===== src/rtl/mnp_pkg.sv =====
// Shared types and constants of the multibase number parser.
`default_nettype none

package mnp_pkg;

   // Number base selected by the prefix
   typedef enum logic [1:0] {
      RX_DEC = 2'd0,
      RX_HEX = 2'd1,
      RX_BIN = 2'd2
   } radix_type;

   localparam logic [1:0] ST_OK       = 2'd0;
   localparam logic [1:0] ST_INVALID  = 2'd1;
   localparam logic [1:0] ST_OVERFLOW = 2'd2;

   localparam logic [7:0] CH_MINUS   = 8'h2D;
   localparam logic [7:0] CH_ZERO    = 8'h30;
   localparam logic [7:0] CH_NINE    = 8'h39;
   localparam logic [7:0] CH_UPPER_A = 8'h41;
   localparam logic [7:0] CH_UPPER_F = 8'h46;
   localparam logic [7:0] CH_LOWER_A = 8'h61;
   localparam logic [7:0] CH_LOWER_F = 8'h66;
   localparam logic [7:0] CH_LOWER_B = 8'h62;
   localparam logic [7:0] CH_LOWER_X = 8'h78;

   localparam int VALUE_W = 32;
   localparam logic [35:0] TOP_VALUE = 36'h0_FFFF_FFFF;

   typedef struct packed {
      logic [VALUE_W-1:0] value;
      logic [1:0]         status;
   } result_type;

endpackage

`default_nettype wire


===== src/rtl/mnp_digit.sv =====
// Digit decoder: maps one ASCII character to its value in the current base.
`default_nettype none

module mnp_digit (
   input  wire logic [7:0]        ch,
   input  wire mnp_pkg::radix_type radix,
   output logic                   ok,
   output logic [3:0]             digit
);
   import mnp_pkg::*;

   logic is_dec;
   logic is_upper;
   logic is_lower;

   assign is_dec   = (ch >= CH_ZERO) && (ch <= CH_NINE);
   assign is_upper = (ch >= CH_UPPER_A) && (ch <= CH_UPPER_F);
   assign is_lower = (ch >= CH_LOWER_A) && (ch <= CH_LOWER_F);

   always_comb begin
      ok    = 1'b0;
      digit = 4'd0;
      unique case (radix)
         RX_HEX: begin
            if (is_dec) begin
               ok    = 1'b1;
               digit = ch[3:0];
            end else if (is_upper || is_lower) begin
               ok    = 1'b1;
               digit = 4'd9 + {1'b0, ch[2:0]};
            end
         end
         RX_BIN: begin
            ok    = (ch == CH_ZERO) || (ch == CH_ZERO + 8'd1);
            digit = {3'b000, ch[0]};
         end
         default: begin
            ok    = is_dec;
            digit = ch[3:0];
         end
      endcase
   end

endmodule

`default_nettype wire


===== src/rtl/mnp_core.sv =====
// Parse state and per-character step logic of the number parser.
`default_nettype none

module mnp_core #(
   parameter int MAX_LEN = 255
) (
   input  wire logic              clock,
   input  wire logic              reset,
   input  wire logic              step,
   input  wire logic [7:0]        ch,
   input  wire logic              last,
   output mnp_pkg::result_type    result
);
   import mnp_pkg::*;

   localparam int CW = $clog2(MAX_LEN + 1);

   typedef enum logic [2:0] {
      PH_START  = 3'd0,
      PH_MINUS  = 3'd1,
      PH_ZERO   = 3'd2,
      PH_PREFIX = 3'd3,
      PH_DIGITS = 3'd4
   } phase_type;

   phase_type          phase_ff, phase_in;
   radix_type          radix_ff, radix_in;
   logic [VALUE_W-1:0] accum_ff, accum_in;
   logic               ovf_ff, ovf_in;
   logic               inv_ff, inv_in;
   logic [CW-1:0]      count_ff, count_in;

   logic               dig_ok;
   logic [3:0]         digit;
   logic [35:0]        scaled;
   logic [35:0]        sum;
   logic [VALUE_W-1:0] acc_step;
   logic               ovf_step;
   logic               inv_step;

   mnp_digit u_digit (
      .ch    (ch),
      .radix (radix_ff),
      .ok    (dig_ok),
      .digit (digit)
   );

   // Shift-add by the constant base, then range check.
   always_comb begin
      case (radix_ff)
         RX_HEX:  scaled = {accum_ff, 4'b0000};
         RX_BIN:  scaled = {3'b000, accum_ff, 1'b0};
         default: scaled = {1'b0, accum_ff, 3'b000} + {3'b000, accum_ff, 1'b0};
      endcase
      sum      = scaled + {32'd0, digit};
      acc_step = accum_ff;
      ovf_step = ovf_ff;
      inv_step = inv_ff;
      if (!dig_ok) begin
         inv_step = 1'b1;
      end else if (!ovf_ff) begin
         if (sum >= TOP_VALUE) begin
            ovf_step = 1'b1;
            acc_step = '1;
         end else begin
            acc_step = sum[VALUE_W-1:0];
         end
      end
   end

   always_comb begin
      phase_in = phase_ff;
      radix_in = radix_ff;
      accum_in = acc_step;
      ovf_in   = ovf_step;
      inv_in   = inv_step;
      count_in = (count_ff < CW'(MAX_LEN)) ? count_ff + CW'(1) : count_ff;
      unique case (phase_ff) inside
         PH_START, PH_MINUS: begin
            if ((phase_ff == PH_START) && (ch == CH_MINUS)) begin
               phase_in = PH_MINUS;
               accum_in = accum_ff;
               ovf_in   = ovf_ff;
               inv_in   = inv_ff;
            end else begin
               phase_in = (dig_ok && (digit == 4'd0)) ? PH_ZERO : PH_DIGITS;
            end
         end
         PH_ZERO: begin
            if ((ch == CH_LOWER_X) || (ch == CH_LOWER_B)) begin
               radix_in = (ch == CH_LOWER_X) ? RX_HEX : RX_BIN;
               accum_in = '0;
               ovf_in   = ovf_ff;
               inv_in   = inv_ff;
               phase_in = PH_PREFIX;
            end else begin
               phase_in = PH_DIGITS;
            end
         end
         default: phase_in = PH_DIGITS;
      endcase

      result.status = ST_OK;
      if (inv_in || (phase_in == PH_MINUS) ||
          ((phase_in == PH_PREFIX) && (count_in <= CW'(2)))) begin
         result.status = ST_INVALID;
      end else if (ovf_in) begin
         result.status = ST_OVERFLOW;
      end
      result.value = (result.status == ST_OK) ? accum_in : '0;
   end

   // The string ends on its last character; the state goes back to the start.
   always_ff @(posedge clock) begin
      if (reset || (step && last)) begin
         phase_ff <= PH_START;
         radix_ff <= RX_DEC;
         accum_ff <= '0;
         ovf_ff   <= 1'b0;
         inv_ff   <= 1'b0;
         count_ff <= '0;
      end else if (step) begin
         phase_ff <= phase_in;
         radix_ff <= radix_in;
         accum_ff <= accum_in;
         ovf_ff   <= ovf_in;
         inv_ff   <= inv_in;
         count_ff <= count_in;
      end
   end

endmodule

`default_nettype wire


===== src/rtl/multibase_number_parser_unit.sv =====
// Top level of the multibase ASCII number parser.
`default_nettype none

// The parser reads an ASCII number string, one character per transfer on the
// req_ channel, with req_tlast high on the final character. For each string it
// returns exactly one transfer on the rsp_ channel: the unsigned 32-bit value
// and a status (ok, invalid or overflow); the value is zero unless the status
// is ok. A single leading minus is skipped, "0x" selects hexadecimal digits of
// either case and "0b" selects binary, but only when the whole string is longer
// than two characters; anything else is decimal. Any value of 0xFFFFFFFF or
// above is reported as overflow, and an invalid character or form wins over
// overflow. Each character waits in the input register and is then folded
// into the parse state (a constant-base shift-add and a compare), so the
// unit sustains one character per clock cycle when it is not stalled. The
// result is offered once the last character has passed the input register
// and the result has been loaded into the output register. The only stall
// arises when a finished result still waits in the output register and the
// next string's last character is ready to complete.
module multibase_number_parser_unit #(
   parameter int MAX_LEN = 255
) (
   input  wire logic        clock,
   input  wire logic        reset,
   input  wire logic        req_tvalid,
   output logic             req_tready,
   input  wire logic [7:0]  req_tdata,   // [7:0] ch
   input  wire logic        req_tlast,   // last character of the string
   output logic             rsp_tvalid,
   input  wire logic        rsp_tready,
   output logic [39:0]      rsp_tdata    // [31:0] value, [33:32] status, rest zero
);
   import mnp_pkg::*;

   logic        in_valid_ff;
   logic [7:0]  in_ch_ff;
   logic        in_last_ff;
   logic        out_valid_ff;
   result_type  out_ff;
   result_type  step_result;
   logic        advance;

   // A character moves into the parse state unless it would finish a string
   // while the previous result is still held and not being taken.
   assign advance    = in_valid_ff && (!in_last_ff || !out_valid_ff || rsp_tready);
   assign req_tready = !in_valid_ff || advance;

   always_ff @(posedge clock) begin
      if (reset) begin
         in_valid_ff <= 1'b0;
      end else if (req_tready) begin
         in_valid_ff <= req_tvalid;
      end
   end

   always_ff @(posedge clock) begin
      if (req_tready && req_tvalid) begin
         in_ch_ff   <= req_tdata;
         in_last_ff <= req_tlast;
      end
   end

   mnp_core #(
      .MAX_LEN (MAX_LEN)
   ) u_core (
      .clock  (clock),
      .reset  (reset),
      .step   (advance),
      .ch     (in_ch_ff),
      .last   (in_last_ff),
      .result (step_result)
   );

   // Output register: loaded when a string completes, cleared once taken.
   always_ff @(posedge clock) begin
      if (reset) begin
         out_valid_ff <= 1'b0;
      end else if (advance && in_last_ff) begin
         out_valid_ff <= 1'b1;
      end else if (rsp_tready) begin
         out_valid_ff <= 1'b0;
      end
   end

   always_ff @(posedge clock) begin
      if (advance && in_last_ff) begin
         out_ff <= step_result;
      end
   end

   assign rsp_tvalid = out_valid_ff;
   assign rsp_tdata  = {6'b000000, out_ff.status, out_ff.value};

endmodule

`default_nettype wire

===== config.mk =====
export PLATFORM = sky130hd
export DESIGN_NAME = multibase_number_parser_unit
export DESIGN_NICKNAME = d
export VERILOG_FILES = /design/src/rtl/mnp_pkg.sv /design/src/rtl/mnp_digit.sv /design/src/rtl/mnp_core.sv /design/src/rtl/multibase_number_parser_unit.sv
export SDC_FILE = /design/constraint.sdc
export NUM_CORES = 1
export LEC_CHECK = 0
export ABC_AREA = 1
export BUFFER_PORTS_ARGS = -buffer_cell sky130_fd_sc_hd__buf_4
export CAP_MARGIN = 20
export CORE_MARGIN = 1.5
export CORE_UTILIZATION = 56
export DETAILED_ROUTE_END_ITERATION = 10
export PLACE_DENSITY_LB_ADDON = 0.25
export SYNTH_ARGS = -nofsm -noshare
export SYNTH_HDL_FRONTEND = slang
export SYNTH_SLANG_ARGS = --single-unit
export TNS_END_PERCENT = 50

===== constraint.sdc =====
create_clock -name clock -period 4.3 [get_ports clock]
set_clock_uncertainty 0.05 [all_clocks]
set_input_delay 0 -clock clock [delete_from_list [all_inputs] [get_ports clock]]
set_output_delay 0 -clock clock [all_outputs]
set_load 0.005 [all_outputs]

# After elaboration in Yosys (flattened, before gate mapping)
# Cells that the tools add are included.
# word_totals
ff_bits	92
latch_bits	0
ram_bits	0
rom_bits	0
out_inout_bits	42
mem_count	0
# classes
n_addsub	4
multipliers	0
div_mod_pow	0
n_lt_le_gt_ge	9
eq_ne	11
shift	0
mux	33
bitwise_logic	0
n_reduce_logical	27
# op_table
cell	count
$mux W32	5
$pmux W36 S2	1
$pmux W32 S2	1
$add A35 B33 Y36	1
$add A36 B4 Y36	1
$ge A36 B32 Y1 const B	1
$eq A8 B6 Y1 const B	3
$eq A8 B7 Y1 const B	2
$ge A8 B7 Y1 const B	2
$le A8 B7 Y1 const B	2
$mux W1	12
$logic_and A1 B1 Y1	9
$logic_or A1 B1 Y1	9
$mux W3	3
$add A8 B1 Y8 const B	1
$ge A8 B6 Y1 const B	1
$le A8 B2 Y1 const B	1
$le A8 B6 Y1 const B	1
$lt A8 B8 Y1 const B	1
$mux W4	2
$mux W8	1
$pmux W4 S2	1
$eq A3 B1 Y1 const B	2
$eq A3 B2 Y1 const B	2
other kinds (13)	19

# Logic depth before layout (Yosys ltp)
# depth
depth_word	16
depth_mapped	37
depth_no_buf	36

# By module
# A second synthesis with hierarchy kept.
# unflattened
cells_unflattened	1711
area_unflattened_um2	10110.9
# modules_own_cells
mod	instances	cells_each	area_per_inst_um2	seq_area_each_um2
mnp_core	1	1580	8318.0	940.9
multibase_number_parser_unit	1	68	1458.9	1331.3
mnp_digit	1	63	334.1	0.0

# Least setup slack after synthesis
# No wires, ideal clock.
# synth_path
path_type	register -> register
start	register u_core.radix_ff[0]
end	register out_ff, in the netlist rsp_tdata[10], data pin
setup_time_ps	256
arrival_time_ps	4205
required_ps	3994
path_slack_ps	-210
path_stages_with_launch	32
synth_period_minus_slack_ps	4510
cell_sequence	dfxtp_1 > inv_1 > ha_1 > buf_2 > inv_4 > buf_2 > buf_2 > clkbuf_1 > nand3_1 > xor2_1 > nor2_1 > fa_1 > nand2_1 > nand2_1 > nand3_1 > nor2_1 > nand3_2 > nor2_4 > nand2_4 > nor2_8 > nand3_4 > nor2_8 > nand2_2 > o21ai_1 > nand2_1 > nor2_1 > nand3_1 > nand2_1 > nand2_2 > nand3b_2 > buf_2 > nor2_1
# synth_between
elab_chain_len	12
elab_cells_between_ends	36
cone_classes	add/sub: 1; order compare: 1; eq/ne: 4; mux: 24; reduce/logical: 6
# synth_lines
element	line_no	rtl
start: declaration	mnp_core.sv:27	radix_type radix_ff, radix_in;
start signal: assignment	mnp_core.sv:124	radix_ff <= radix_in;
$eq A2 B2 Y1 / $eq A2 B1 Y1 (equally long branches)	mnp_digit.sv:23, mnp_core.sv:50	
$pmux W36 S2 / $pmux W4 S2 (equally long branches)	mnp_core.sv:50, mnp_digit.sv:23	
$add A36 B4 Y36 / $logic_not A4 Y1 (equally long branches)	mnp_core.sv:55, mnp_core.sv:86	
$ge A36 B32 Y1 / $logic_and A1 B1 Y1 (equally long branches)	mnp_core.sv:62, mnp_core.sv:86	
$mux W1 / $mux W3 (equally long branches)	mnp_core.sv:62, mnp_core.sv:86	
$mux W1 / $mux W3 (equally long branches)	mnp_core.sv:61, mnp_core.sv:80	
$mux W1 / $pmux W3 S2 (equally long branches)	mnp_core.sv:59, mnp_core.sv:78	
$mux W1, or another cell as far along	mnp_core.sv:90	if ((ch == CH_LOWER_X) || (ch == CH_LOWER_B)) begin
$pmux W1 S2, or another cell as far along	mnp_core.sv:78	unique case (phase_ff) inside
$mux W2 / $logic_or A1 B1 Y1 (equally long branches)	mnp_core.sv:107, mnp_core.sv:104	
$mux W2	mnp_core.sv:104	if (inv_in || (phase_in == PH_MINUS) ||
$logic_not A2 Y1	mnp_core.sv:110	result.value = (result.status == ST_OK) ? accum_in : '0;
end signal: assignment	multibase_number_parser_unit.sv:86	out_ff <= step_result;
end: declaration	multibase_number_parser_unit.sv:38	result_type out_ff;
# Parallel ways exist; a longest one is shown, timed or not.
# A chain may end at the register's enable or synchronous reset.

# Worst setup path after layout
# layout_path
start	register in_ch_ff[0]
end	register out_ff, in the netlist rsp_tdata[6], data pin
# layout_between
elab_chain_len	16
elab_cells_between_ends	57
cone_classes	add/sub: 2; order compare: 7; eq/ne: 7; mux: 28; reduce/logical: 13
# layout_lines
element	line_no	rtl
start: declaration	multibase_number_parser_unit.sv:35	logic [7:0] in_ch_ff;
start signal: assignment	multibase_number_parser_unit.sv:57	in_ch_ff <= req_tdata;
$ge A8 B7 Y1, or another cell as far along	mnp_digit.sv:17	assign is_upper = (ch >= CH_UPPER_A) && (ch <= CH_UPPER_F);
$logic_and A1 B1 Y1, on equally long branches	mnp_digit.sv:17, mnp_digit.sv:18	
$logic_or A1 B1 Y1	mnp_digit.sv:28	end else if (is_upper || is_lower) begin
$mux W4	mnp_digit.sv:28	
$mux W4	mnp_digit.sv:25	if (is_dec) begin
$pmux W4 S2	mnp_digit.sv:23	unique case (radix)
$add A36 B4 Y36 / $logic_not A4 Y1 (equally long branches)	mnp_core.sv:55, mnp_core.sv:86	
$ge A36 B32 Y1 / $logic_and A1 B1 Y1 (equally long branches)	mnp_core.sv:62, mnp_core.sv:86	
$mux W1 / $mux W3 (equally long branches)	mnp_core.sv:62, mnp_core.sv:86	
$mux W1 / $mux W3 (equally long branches)	mnp_core.sv:61, mnp_core.sv:80	
$mux W1 / $pmux W3 S2 (equally long branches)	mnp_core.sv:59, mnp_core.sv:78	
$mux W1, or another cell as far along	mnp_core.sv:90	
$pmux W1 S2, or another cell as far along	mnp_core.sv:78	
$mux W2 / $logic_or A1 B1 Y1 (equally long branches)	mnp_core.sv:107, mnp_core.sv:104	
$mux W2	mnp_core.sv:104	
$logic_not A2 Y1	mnp_core.sv:110	
# Parallel ways exist; a longest one is shown, timed or not.

==> summary.md <==
| Metric | Value |
|---|---|
| Failing checks | `setup timing` |
| Final ANT Viol Nets | `0` |
| Antenna cells | `0` |
| First-pass GRT wire length | `46.8 mm` |
| TritonCTS Buffers | `9` |
| Tmin final | `4.45 ns` |
| Routed WL | `30.0 mm` |
| R2R Setup Slk | `-0.15 ns` |
| IO Port Bufs | `48` |
| Rows | `46` |
| Worst Setup SP | `in_ch_ff[0]` |
| Max-slew violation count | `0` |
| CP arrival | `4.51 ns` |
| Actual slew at the worst max-slew pin | `0.952 ns` |
| Placer Congestion | `0.967` |
| Share of layout cells above drive strength 1 | `18.7%` |
| Clock sinks | `92` |
| NumNets Final | `1,659` |
| Ports | `55` |
| DPL Wire Length | `21.2 mm` |
| Sequential-to-total area share from yosys stat | `24.6%` |
| CP endpoint kind | `register` |
| Hold path cells | `3` |
| Seq pwr share | `38.2%` |
| Slowest CP cell | `edfxtp_1` |
| Pleak | `5.12 nW` |
| Fin Setup TNS | `-4.86 ns` |
| Post-synthesis cell area | `9250 sq um` |
| Crit path max fanout | `8` |
| GRT overflow | `0` |
| Vias in the first global route | `9,500` |
| Initial Util | `57.8%` |
| Worst hold slack | `0.241 ns` |
| Final core utilization | `68.6%` |
| HP Class | `primary input to register` |
| Hold Vio Cnt, Final | `0` |
| Unrepaired setup endpoints after global routing | `true` |
| Cell count after synthesis | `1,504` |
| CTS tree | `yes` |
| Setup-failing EPs final | `56` |
| Startpoint Class | `register` |
| CP peak stage delay | `0.44 ns` |
| Req. time, crit path | `4.36 ns` |
| Die area | `17,300 sq um` |
| Post-route cell area | `11,000 sq um` |
| Synth unique cells | `51` |
| Combinational fraction of design power | `28.9%` |
| Via density | `5.70` |
| Area after DPL | `10,100 sq um` |
| # DRC | `0` |
| Worst reg2reg path startpoint | `in_ch_ff[0]` |
| Seq cells post-synth | `92` |
| Slew margin rel. | `36.5%` |
| Sw power | `0.919 mW` |
| Clock Latency Late Sink | `0.35 ns` |
| # H-tree levels | `3` |
| Post-synth EDFFs | `43` |
| Area delta synth->final | `18.7%` |
| Fill cell count | `1,410` |
| Finished Layout Cells | `1,823` |
| Hold_sp | `req_tvalid` |
| Max Freq | `225 MHz` |
| Clock transition at path regs | `0.07 ns` |
| FF-to-FF path depth | `34` |
| CP Class | `register to register` |
| Die W | `132 microns` |
| Initial antenna violation count | `0` |
| Largest net degree at the start of global routing | `77` |
| Routed len/inst | `16.5 microns` |
| Tot GR Track Use | `33.3%` |
| Clock Tree Root | `clkbuf_16` |
| Ys async rst share | `0%` |
| Vias post-DR | `10,400` |
| PwrDens | `241 nW/um^2` |
| Die height | `132 microns` |
| DP Cell Count | `1,773` |
| Int Power | `1.73 mW` |
| RR Endpoint | `rsp_tdata[6]` |
| 1st-iter DRT viols | `1,146` |
| Syn Area/Cell | `6.15 sq um` |
| Tcrit/Tclk final | `104%` |
| Final setup margin | `-0.151 ns` |
| CTS max path bufs | `2` |
| Switching part of the total | `34.7%` |
| Max-capacitance violation count | `0` |
| CP Capture Point | `rsp_tdata[6]` |
| Clock power frac | `32.9%` |
| Most Frequent Cell on Critical Path | `nand2_2` |
| Yosys warnings | `0` |
| Status | `complete, but fails checks` |
| DRT Pass-1 Iters | `6` |
| Core ar. | `16,000 sq um` |
| Post-synth top flop | `dfxtp_1` |
| Peak VDD IR | `0.322 mV` |
routing by layer:
layer | global-route usage, % | routed length, microns
met1 | 44.9 | 12400
met2 | 53.9 | 13500
met3 | 4.82 | 3140
met4 | 12.6 | 916
met5 | 0 | 0
power by group through the flow:
stage               Clock [mW]  Combinational (mW)  Sequential (mW)
floorplan                    0               0.493             1.01
global placement             0               0.674             1.02
detailed placement           0               0.681             1.03
CTS                      0.866               0.718             1.01
global route             0.903               0.845             1.02
finish                   0.871               0.766             1.01
cell type report:
cell class / instances / area [sq um] / area share (%)
clock inverters: 7 / 98.8 / 0.900
flip-flops and latches: 92 / 2270 / 20.7
clock buffers: 9 / 225 / 2.05
repair buffers: 134 / 1120 / 10.2
inverters: 251 / 947 / 8.63
multi-input cells: 1114 / 6050 / 55.1
well taps: 216 / 270 / 2.46
layout by cell type, fill, tap and decap left out, types with 24 or more instances in the layout:
master,n
nand2_1,387
inv_1,233
nor2_1,132
nand3_1,130
o21ai_0,123
buf_4,114
a21oi_1,53
dfxtp_1,49
edfxtp_1,43
nand2_2,42
ha_1,38
nand3_2,26
nor2_2,24
logic make-up (layout without fill, tap and decap cells):
| group | after synthesis | in the layout | share of synthesized area [%] |
|---|---|---|---|
| and+or+nand+nor | 808 | 809 | 40.0 |
| buffers and inverters | 304 | 401 | 13.1 |
| AOI/OAI and AO/OA | 247 | 247 | 15.4 |
| DFF | 92 | 92 | 24.6 |
| adders and majority gates | 44 | 44 | 6.11 |
| xor gates and xnor gates | 8 | 8 | 0.757 |
| other | 1 | 6 | 0.0405 |
state kept, by name (all words and copies together) (netlist names):
signal           flops
rsp_tdata           34
in_last_ff           1
in_valid_ff          1
u_core.accum_ff     32
u_core.count_ff      8
u_core.ovf_ff        1
u_core.inv_ff        1
rsp_tvalid           1
u_core.phase_ff      3
in_ch_ff             8
u_core.radix_ff      2
synth_stat cells (all sizes together), types with 3 or more instances:
| library cell | count | share of area, % |
|---|---|---|
| a21oi | 73 | 4.5 |
| a31oi | 3 | 0.20 |
| and2 | 5 | 0.34 |
| buf | 28 | 1.9 |
| clkbuf | 25 | 1.0 |
| dfxtp | 49 | 11 |
| edfxtp | 43 | 14 |
| ha | 42 | 5.7 |
| inv | 250 | 10 |
| nand2 | 433 | 19 |
| nand3 | 159 | 9.8 |
| nand3b | 9 | 0.77 |
| nand4 | 19 | 1.3 |
| nor2 | 171 | 8.4 |
| nor3 | 8 | 0.43 |
| o211ai | 3 | 0.24 |
| o21ai | 130 | 7.0 |
| o221ai | 19 | 1.8 |
| o32ai | 9 | 0.85 |
| xnor2 | 4 | 0.38 |
| xor2 | 4 | 0.38 |
stage by stage:
stage | setup WS, ns | power, mW
2_1_floorplan | 0.00577 | 1.50
6_report | -0.151 | 2.65
3_5_place_dp | -0.128 | 1.71
3_3_place_gp | 0.0264 | 1.70
4_1_cts | -0.0237 | 2.59
5_1_grt | -0.504 | 2.76
how the worst min path moves through the flow:
stage                  endpoint  slack, ns
floorplan           in_valid_ff       0.02
global placement    in_valid_ff       0.12
detailed placement  in_valid_ff       0.12
CTS                 in_ch_ff[1]       0.17
global route        in_ch_ff[7]       0.28
finish              in_ch_ff[6]       0.24
worst max-delay path: cells and delay by family, from the launching register on:
kind / cells / cell delay, ns
DFF: 1 / 0.44
AOI/OAI and AO/OA: 2 / 0.28
buffers and inverters: 4 / 0.42
and+or+nand+nor: 26 / 2.58
adders and majority gates: 2 / 0.45
what timing repair did:
item / in CTS / in global routing
gates cloned: 3 / 1
setup endpoints to repair: 60 / 66
pin swaps: 15 / 24
buffers inserted: 16 / 2
resized for setup: 23 / 53
hold buffers: 12 / 0
endpoints found under the hold margin: 11 / 0
(Power assumes the default switching activity.)
